`src/okvt_pkg.sv`:
```
// shared types and constants for the ordered key/value table
package okvt_pkg;

	localparam int CAPACITY_DEF   = 16;
	localparam int KEY_BITS_DEF   = 32;
	localparam int VALUE_BITS_DEF = 32;

	localparam int OP_W    = 3;
	localparam int KEY_W   = 32;
	localparam int VALUE_W = 32;
	localparam int POS_W   = 4;
	localparam int TOTAL_W = 5;

	localparam logic [OP_W-1:0] OP_INSERT   = 3'd0;
	localparam logic [OP_W-1:0] OP_UPDATE   = 3'd1;
	localparam logic [OP_W-1:0] OP_UPSERT   = 3'd2;
	localparam logic [OP_W-1:0] OP_ERASE    = 3'd3;
	localparam logic [OP_W-1:0] OP_LOOKUP   = 3'd4;
	localparam logic [OP_W-1:0] OP_READ_POS = 3'd5;

	typedef struct packed {
		logic push;
		logic pull;
		logic upd;
	} okvt_ctl_t;

endpackage

```
`src/okvt_req_if.sv`:
```
// request channel of the ordered key/value table
interface okvt_req_if;
	import okvt_pkg::*;

	logic               valid;
	logic               ready;
	logic [OP_W-1:0]    op;
	logic [KEY_W-1:0]   key;
	logic [VALUE_W-1:0] value;
	logic [POS_W-1:0]   position;

	modport source (output valid, op, key, value, position, input ready);
	modport sink (input valid, op, key, value, position, output ready);
endinterface

```
`src/okvt_rsp_if.sv`:
```
// response channel of the ordered key/value table
interface okvt_rsp_if;
	import okvt_pkg::*;

	logic               valid;
	logic               ready;
	logic               success;
	logic               table_full;
	logic [KEY_W-1:0]   found_key;
	logic [VALUE_W-1:0] found_value;
	logic [TOTAL_W-1:0] entry_total;

	modport source (output valid, success, table_full, found_key, found_value, entry_total,
		input ready);
	modport sink (input valid, success, table_full, found_key, found_value, entry_total,
		output ready);
endinterface

```
`src/okvt_cell.sv`:
```
// one table slot: holds a key and value, compares, and shifts with its neighbors
module okvt_cell #(
	parameter int KEY_BITS   = okvt_pkg::KEY_BITS_DEF,
	parameter int VALUE_BITS = okvt_pkg::VALUE_BITS_DEF
) (
	input  logic                  clk,
	input  okvt_pkg::okvt_ctl_t   ctl,
	input  logic                  occupied,
	input  logic [KEY_BITS-1:0]   req_key,
	input  logic [VALUE_BITS-1:0] req_value,
	input  logic [KEY_BITS-1:0]   prev_key,
	input  logic [VALUE_BITS-1:0] prev_value,
	input  logic [KEY_BITS-1:0]   next_key,
	input  logic [VALUE_BITS-1:0] next_value,
	input  logic                  seen_in,
	output logic                  seen_out,
	output logic                  match,
	output logic [KEY_BITS-1:0]   key_q,
	output logic [VALUE_BITS-1:0] value_q
);
	import okvt_pkg::*;

	assign match    = occupied && (key_q == req_key);
	assign seen_out = seen_in || match;

	always_ff @(posedge clk) begin
		if (ctl.push) begin
			key_q   <= prev_key;
			value_q <= prev_value;
		end else if (ctl.pull && seen_out) begin
			key_q   <= next_key;
			value_q <= next_value;
		end else if (ctl.upd && match) begin
			value_q <= req_value;
		end
	end
endmodule

```
`src/ordered_key_value_table.sv`:
```
// ordered key/value table: a chain of slots, newest entry in slot 0, one request per cycle unless stalled
// response: an accepted request is held in the request register, then its result goes to the response register
// throughput: one request per cycle unless the response is stalled; every slot compares in parallel
// and a match flag ripples down the slot chain to steer erase shifts in the same cycle
// reset: entry count and channel valids clear at once; slot contents are not reset
module ordered_key_value_table #(
	parameter int CAPACITY   = okvt_pkg::CAPACITY_DEF,
	parameter int KEY_BITS   = okvt_pkg::KEY_BITS_DEF,
	parameter int VALUE_BITS = okvt_pkg::VALUE_BITS_DEF
) (
	input  logic         clk,
	input  logic         arst_n,
	okvt_req_if.sink     req,
	okvt_rsp_if.source   rsp
);
	import okvt_pkg::*;

	localparam int CW = $clog2(CAPACITY + 1);

	logic                  valid_s1;
	logic [OP_W-1:0]       op_s1;
	logic [KEY_BITS-1:0]   key_s1;
	logic [VALUE_BITS-1:0] value_s1;
	logic [POS_W-1:0]      pos_s1;

	logic [CW-1:0]         count_q;
	logic                  rsp_valid_q;
	logic                  success_q;
	logic                  full_q;
	logic [KEY_W-1:0]      fkey_q;
	logic [VALUE_W-1:0]    fvalue_q;

	logic                  commit;
	logic                  present;
	logic                  is_full;
	okvt_ctl_t             ctl;
	logic                  ok;
	logic                  refused_full;
	logic [KEY_BITS-1:0]   fk;
	logic [VALUE_BITS-1:0] fv;
	logic                  pos_hit;

	logic [CAPACITY-1:0]   occ;
	logic [CAPACITY-1:0]   match;
	logic [CAPACITY-1:0]   rd_sel;
	logic [CAPACITY:0]     seen;
	logic [KEY_BITS-1:0]   cell_key   [CAPACITY];
	logic [VALUE_BITS-1:0] cell_value [CAPACITY];

	assign commit    = valid_s1 && (!rsp_valid_q || rsp.ready);
	assign req.ready = !valid_s1 || commit;

	// request register
	always_ff @(posedge clk or negedge arst_n) begin
		if (!arst_n) begin
			valid_s1 <= 1'b0;
		end else if (req.ready) begin
			valid_s1 <= req.valid;
		end
	end

	always_ff @(posedge clk) begin
		if (req.ready && req.valid) begin
			op_s1    <= req.op;
			key_s1   <= KEY_BITS'(req.key);
			value_s1 <= VALUE_BITS'(req.value);
			pos_s1   <= req.position;
		end
	end

	// slot chain
	assign seen[0] = 1'b0;
	assign present = seen[CAPACITY];
	assign is_full = (int'(count_q) >= CAPACITY);

	for (genvar i = 0; i < CAPACITY; i++) begin : g_cell
		logic [KEY_BITS-1:0]   pk;
		logic [VALUE_BITS-1:0] pv;
		logic [KEY_BITS-1:0]   nk;
		logic [VALUE_BITS-1:0] nv;

		assign occ[i] = (int'(count_q) > i);
		assign rd_sel[i] = ((op_s1 == OP_LOOKUP) && match[i]) ||
			((op_s1 == OP_READ_POS) && occ[i] && (int'(pos_s1) == i));

		if (i == 0) begin : g_first
			assign pk = key_s1;
			assign pv = value_s1;
		end else begin : g_mid
			assign pk = cell_key[i-1];
			assign pv = cell_value[i-1];
		end

		if (i == CAPACITY - 1) begin : g_last
			assign nk = cell_key[i];
			assign nv = cell_value[i];
		end else begin : g_inner
			assign nk = cell_key[i+1];
			assign nv = cell_value[i+1];
		end

		okvt_cell #(
			.KEY_BITS   (KEY_BITS),
			.VALUE_BITS (VALUE_BITS)
		) u_cell (
			.clk        (clk),
			.ctl        (ctl),
			.occupied   (occ[i]),
			.req_key    (key_s1),
			.req_value  (value_s1),
			.prev_key   (pk),
			.prev_value (pv),
			.next_key   (nk),
			.next_value (nv),
			.seen_in    (seen[i]),
			.seen_out   (seen[i+1]),
			.match      (match[i]),
			.key_q      (cell_key[i]),
			.value_q    (cell_value[i])
		);
	end

	// readout of the selected slot
	always_comb begin
		fk = '0;
		fv = '0;
		for (int i = 0; i < CAPACITY; i++) begin
			fk = fk | (cell_key[i] & {KEY_BITS{rd_sel[i]}});
			fv = fv | (cell_value[i] & {VALUE_BITS{rd_sel[i]}});
		end
	end

	assign pos_hit = |rd_sel;

	// operation decode
	always_comb begin
		ctl          = '0;
		ok           = 1'b0;
		refused_full = 1'b0;
		case (op_s1)
			OP_INSERT, OP_UPSERT: begin
				if (present) begin
					if (op_s1 == OP_UPSERT) begin
						ctl.upd = commit;
						ok      = 1'b1;
					end
				end else if (!is_full) begin
					ctl.push = commit;
					ok       = 1'b1;
				end else begin
					refused_full = 1'b1;
				end
			end
			OP_UPDATE: begin
				ctl.upd = commit && present;
				ok      = present;
			end
			OP_ERASE: begin
				ctl.pull = commit && present;
				ok       = present;
			end
			OP_LOOKUP: begin
				ok = present;
			end
			OP_READ_POS: begin
				ok = pos_hit;
			end
			default: begin
				ok = 1'b0;
			end
		endcase
	end

	// entry count and response register
	always_ff @(posedge clk or negedge arst_n) begin
		if (!arst_n) begin
			count_q     <= '0;
			rsp_valid_q <= 1'b0;
		end else begin
			if (ctl.push) begin
				count_q <= count_q + CW'(1);
			end else if (ctl.pull) begin
				count_q <= count_q - CW'(1);
			end
			if (commit) begin
				rsp_valid_q <= 1'b1;
			end else if (rsp.ready) begin
				rsp_valid_q <= 1'b0;
			end
		end
	end

	always_ff @(posedge clk) begin
		if (commit) begin
			success_q <= ok;
			full_q    <= refused_full;
			fkey_q    <= KEY_W'(fk);
			fvalue_q  <= VALUE_W'(fv);
		end
	end

	assign rsp.valid       = rsp_valid_q;
	assign rsp.success     = success_q;
	assign rsp.table_full  = full_q;
	assign rsp.found_key   = fkey_q;
	assign rsp.found_value = fvalue_q;
	assign rsp.entry_total = TOTAL_W'(count_q);
endmodule
```
`src/flat_wrapper.sv`:
```
// flat-port wrapper written by rule: the top's interface ports become plain ports
module ordered_key_value_table_flat import okvt_pkg::*;
#(
	parameter int CAPACITY   = okvt_pkg::CAPACITY_DEF,
	parameter int KEY_BITS   = okvt_pkg::KEY_BITS_DEF,
	parameter int VALUE_BITS = okvt_pkg::VALUE_BITS_DEF
)
  (clk, arst_n, req_valid, req_op, req_key, req_value, req_position, req_ready, rsp_valid, rsp_success, rsp_table_full, rsp_found_key, rsp_found_value, rsp_entry_total, rsp_ready);
  okvt_req_if req_i ();
  okvt_rsp_if rsp_i ();
  input  logic clk;
  input  logic arst_n;
  input wire logic [$bits(req_i.valid)-1:0] req_valid;
  input wire logic [$bits(req_i.op)-1:0] req_op;
  input wire logic [$bits(req_i.key)-1:0] req_key;
  input wire logic [$bits(req_i.value)-1:0] req_value;
  input wire logic [$bits(req_i.position)-1:0] req_position;
  output wire logic [$bits(req_i.ready)-1:0] req_ready;
  output wire logic [$bits(rsp_i.valid)-1:0] rsp_valid;
  output wire logic [$bits(rsp_i.success)-1:0] rsp_success;
  output wire logic [$bits(rsp_i.table_full)-1:0] rsp_table_full;
  output wire logic [$bits(rsp_i.found_key)-1:0] rsp_found_key;
  output wire logic [$bits(rsp_i.found_value)-1:0] rsp_found_value;
  output wire logic [$bits(rsp_i.entry_total)-1:0] rsp_entry_total;
  input wire logic [$bits(rsp_i.ready)-1:0] rsp_ready;
  assign req_i.valid = req_valid;
  assign req_i.op = req_op;
  assign req_i.key = req_key;
  assign req_i.value = req_value;
  assign req_i.position = req_position;
  assign req_ready = req_i.ready;
  assign rsp_valid = rsp_i.valid;
  assign rsp_success = rsp_i.success;
  assign rsp_table_full = rsp_i.table_full;
  assign rsp_found_key = rsp_i.found_key;
  assign rsp_found_value = rsp_i.found_value;
  assign rsp_entry_total = rsp_i.entry_total;
  assign rsp_i.ready = rsp_ready;
  ordered_key_value_table #(.CAPACITY(CAPACITY), .KEY_BITS(KEY_BITS), .VALUE_BITS(VALUE_BITS)) u_core (.clk(clk), .arst_n(arst_n), .req(req_i), .rsp(rsp_i));
endmodule
```
`config.mk`:
```
export PLATFORM = sky130hd
export DESIGN_NAME = ordered_key_value_table_flat
export DESIGN_NICKNAME = d
export VERILOG_FILES = /design/src/okvt_pkg.sv /design/src/okvt_req_if.sv /design/src/okvt_rsp_if.sv /design/src/okvt_cell.sv /design/src/ordered_key_value_table.sv /design/src/flat_wrapper.sv
export SDC_FILE = /design/constraint.sdc
export NUM_CORES = 2
export LEC_CHECK = 0
export BUFFER_PORTS_ARGS = -buffer_cell sky130_fd_sc_hd__buf_2
export CAP_MARGIN = 0
export CORE_UTILIZATION = 40
export CTS_CLUSTER_SIZE = 24
export DETAILED_ROUTE_END_ITERATION = 16
export PLACE_DENSITY = 0.61
export SLEW_MARGIN = 20
export SYNTH_ARGS = -nofsm -noshare
export SYNTH_HDL_FRONTEND = slang
export SYNTH_SLANG_ARGS = --single-unit
```
`constraint.sdc`:
```
create_clock -name clk -period 8.7 [get_ports clk]
set_clock_uncertainty 0.05 [all_clocks]
set_input_delay 0.435 -clock clk [delete_from_list [all_inputs] [get_ports clk]]
set_output_delay 0.435 -clock clk [all_outputs]
set_load 0.05 [all_outputs]
```
==> results.md <==
- The clock slew at the register clock pins of the worst setup and hold paths is 0.06 ns.
- Across every metal layer, demand over resource in global routing totals 0.346.
- Of the post-synthesis cell area, the dominant cell type holds 0.543.
- The global placer's final weighted congestion is 1.06.
- Dividing the detail-routed via count by the number of cells gives 6.38.
- The via count of the first global-routing pass is 49400.
- The ratio of final minimum period to clock period is 0.771.
- The share of the Yosys chip area taken by registers is 0.545.
- The post-route DRC violation count is 0.
- Static timing analysis puts the maximum clock frequency at 149 MHz.
- For this design, the sink count on the clock tree is 1168.
- The flow ran to the end, and the final reports show no timing, DRC or antenna violations.
- IR analysis of the VDD net gives a maximum drop of 210 µV.
- Yosys mapped the design onto 66 distinct sky130hd cell types.
- The switching fraction of total power is 0.279.
- The non-filler instance count after layout is 8296.
- The number of cells in the design after placement is 7974.
- The number of hold violations in the final report is 0.
- Synthesis produced 6132 cells.
- In this run the worst path has a maximum fanout of 197.
- The starting density of the core is 0.404.
- Entering global routing, the biggest net connects 263 pins.
- The sequential cell fraction of total power is 0.478.
- The max-slew violation count is 0.
- The floorplan has 146 rows.
- The shortest period the worst path allows is 6.71 ns.
- Walking the worst path, the cells encountered are xnor2_1, nand4_1, nor4_1, nand4_1, nand4_2, nor2_1, nand4_4, buf_12, buf_4, a21oi_1.
- Port buffering added 147 buffers.
- The required time at the worst-slack endpoint is 9.17 ns.
- The number of CTS-inserted buffers is 136.
- The overall overflow remaining after global route is 0.
- For this run, the slowest stage of the critical path takes 0.98 ns.
- By instance count, the cell type seen most on the critical path is sky130_fd_sc_hd__nand4_1.
- Yosys attributes the largest share of cell area to sky130_fd_sc_hd__edfxtp_1 (54%), sky130_fd_sc_hd__nand2_1 (10%), sky130_fd_sc_hd__mux2i_1 (7.0%), sky130_fd_sc_hd__xnor2_1 (4.8%), sky130_fd_sc_hd__a22oi_1 (3.4%).
- The detailed router finished its first iteration with 8327 violations.
- The internal portion of the total power is 10200 µW.
- The wire length of the first global-routing pass is 396 mm.
- The fraction of layout instances using a drive strength above 1 is 0.0908.
- sky130_fd_sc_hd__edfxtp_1 takes more of the synthesized area than any other cell.
- The wire length per cell after detailed routing is 34.7 µm.
- The worst hold slack is 0.277 ns.
- The clock passes through at most 3 buffers.
- The number of search-and-repair iterations in the first detailed-routing pass is 8.
- The power per standard cell area is 198 nW/µm².
- The startpoint-to-endpoint class of the critical path is reg -> reg.
- The number of nets with antenna violations after detailed routing is 0.
- TritonCTS built the clock tree.
- The leakage power is 0.0260 µW.
- The combinational fraction of design power is 0.107.
- From left edge to right edge, the die measures 403 µm.
- The detailed-route wire length is 287 mm.
- The number of nets handed over by synthesis was 6213.
- The floorplan core area is 159000 µm².
- The share of synthesized flip-flops with an asynchronous set or reset is 0.00599.
- The count of H-tree levels built during CTS is 4.
- The routed layout has 52900 vias.
- The area of the die is 162000 µm².
- The number of antenna violations at the first check in global routing is 17.
- The number of buffers and inverters on the critical path is 2.
- The power dissipated by switching net loads is 3950 µW.
- The critical path capture point type is a flop.
- Data arrives at the worst endpoint at 7.18 ns.
- The boundary pin count is 148.
- The area overhead of the layout relative to synthesis is 11.6%.
- In the layout the commonest cells are sky130_fd_sc_hd__nand2_1 (1751), sky130_fd_sc_hd__edfxtp_1 (1161), sky130_fd_sc_hd__mux2i_1 (449), sky130_fd_sc_hd__xnor2_1 (353), sky130_fd_sc_hd__a22oi_1 (294).
- The share of total power dissipated in the clock network is 0.416.
- Broken down by cell family, the worst path's largest delay share belongs to simple AND/OR/NAND/NOR gates.
- CTS placed an instance of sky130_fd_sc_hd__clkbuf_16 at the clock tree root.
- The total of endpoints with negative setup slack in the final report is 0.
- Measured against its own limit, the worst slew margin works out to 0.143.
- The post-route setup TNS is 0 ns.
- The worst setup path is launched from a flop.
- The number of enable-type register cells in the synthesized netlist is 1161.
- The number of warning messages in the yosys log is 0.
- Leaving out fill and tap cells, the most frequent cell in the layout is sky130_fd_sc_hd__nand2_1.
- The worst hold path class is in -> reg.
- After clock tree synthesis, the setup repair step added 0 buffers.
- The top flip-flop cell by instance count after synthesis is sky130_fd_sc_hd__edfxtp_1.
- After the last flow step, the layout net total stands at 6197.
- The number of maximum-capacitance violations is 0.
- In this run the mean area of a mapped cell was 10.5 µm².
- Setup repair after global routing left no endpoint under its margin.
- The HPWL after detailed placement is 185 mm.
- The transition time at the pin with the least slew margin is 1.29 ns.
- The die height is 403 µm.
- On the critical path, the stage with the largest delay is an instance of sky130_fd_sc_hd__nor4_1.
- In this run, synthesis produced a sequential element count of 1168.
- The synthesized netlist occupies a cell area of 64200 µm².
- For the worst-skew pair, the clock arrives at the later sink with an insertion delay of 0.81 ns.
## timing repair
| action | 4_1_cts | 5_1_grt |
|---|---|---|
| setup endpoints to repair | 0 | 0 |
| hold buffers | 76 | 0 |
| endpoints found under the hold margin | 80 | 0 |
| gates resized for setup | 0 | 0 |
## per-stage QoR
step / area (µm²) / util / total power (µW) / setup slack [ns]
after global routing: 71700 / 0.451 / 14500 / 1.96
final: 71700 / 0.451 / 14200 / 1.99
after global placement: 66400 / 0.418 / 8300 / 2.15
after floorplan: 64200 / - / 7660 / 2.55
after detailed placement: 66400 / 0.418 / 8310 / 2.27
after CTS: 71700 / 0.451 / 14200 / 2.24
## synthesized netlist by cell type (all sizes together), types with 2 or more instances
library cell     n
nand2         1766
edfxtp        1161
mux2i          449
xnor2          353
buf            299
a22oi          294
nor2           270
a21oi          246
o21ai          237
nand4          184
clkbuf         183
xor2           163
a221oi         109
a22o           109
nor4            61
and3            49
mux2            43
nand3           32
o21bai          11
or4             10
inv              9
and4             8
or2              8
dfrtp            7
nor3             7
ha               6
nand2b           6
nand4b           6
nor4b            6
or3              6
a31oi            4
and2             4
nor3b            3
o211ai           3
a21o             2
nor2b            2
o22ai            2
o31ai            2
o32ai            2
## registers in the layout, indices dropped and copies added, names as in the netlist
register / cells
u_core.pos_s1: 4
u_core.rsp.entry_total: 5
u_core.g_cell.pv: 32
u_core.g_cell.u_cell.value_q: 512
u_core.g_cell.u_cell.key_q: 512
u_core.g_cell.pk: 32
u_core.rsp.found_value: 32
u_core.rsp.found_key: 32
u_core.rsp.table_full: 1
u_core.rsp.success: 1
u_core.op_s1: 3
u_core.valid_s1: 1
u_core.rsp.valid: 1
## cell families (layout without fill, tap and decap cells)
family                   count (synthesis)  after routing  synth area share
AND/OR/NAND/NOR                       2431           2431             0.159
other                                    0              3                 0
AO/OA/AOI/OAI                         1027           1027             0.107
buffers and inverters                  492            581            0.0404
multiplexers                           492            492            0.0775
flip-flops                            1168           1168             0.545
adder cells (fa/ha/maj)                  6              6           0.00117
XOR/XNOR                               516            516            0.0703
## worst reg2reg max path: cells and delay by family (launching register included)
| kind | cells | cell delay [ns] |
|---|---|---|
| simple gates | 6 | 2.97 |
| buf+inv | 2 | 1.74 |
| compound gates | 1 | 0.19 |
| flops | 1 | 0.75 |
| xor+xnor | 1 | 0.74 |
## per-layer routing
layer | up-vias | track usage | wire length [µm] | part of all wire
li1 | 22100 | - | - | -
met1 | 26200 | 0.447 | 108000 | 0.38
met2 | 3774 | 0.536 | 129000 | 0.45
met3 | 855 | 0.0772 | 30800 | 0.11
met4 | 16 | 0.198 | 19300 | 0.067
met5 | - | 0 | 100 | 0.00035
## final cells by class
cell class	instances	area [µm²]
multi-input combinational	4472	27100
clock inverter	71	871
timing repair buffer	328	2420
sequential	1168	35000
tap	2072	2590
inverter	10	47.5
antenna	3	7.51
clock buffer	172	3590
fill	14900	87300
## power groups by stage
stage	Combinational, µW	Clock, µW	Sequential, µW
floorplan	842	0	6820
detailed placement	1450	0	6860
global route	1570	6130	6780
finish	1510	5890	6760
global placement	1430	0	6870
CTS	1480	5930	6750
## final timing paths
check	slack [ns]	to	startpoint	cells after the start
max in group asynchronous	7.69	u_core.rsp.entry_total[0]	arst_n	3
setup / recovery	1.99	u_core.g_cell[5].u_cell.value_q[20]	u_core.g_cell[0].pk[30]	10
hold / removal	0.28	u_core.g_cell[0].pv[17]	req_value[17]	2
hold reg to reg	0.44	u_core.rsp.valid	u_core.valid_s1	1
min in group asynchronous	0.60	u_core.rsp.entry_total[2]	arst_n	3
setup reg to reg	1.99	u_core.g_cell[5].u_cell.value_q[20]	u_core.g_cell[0].pk[30]	10
(Power assumes the default switching activity.)
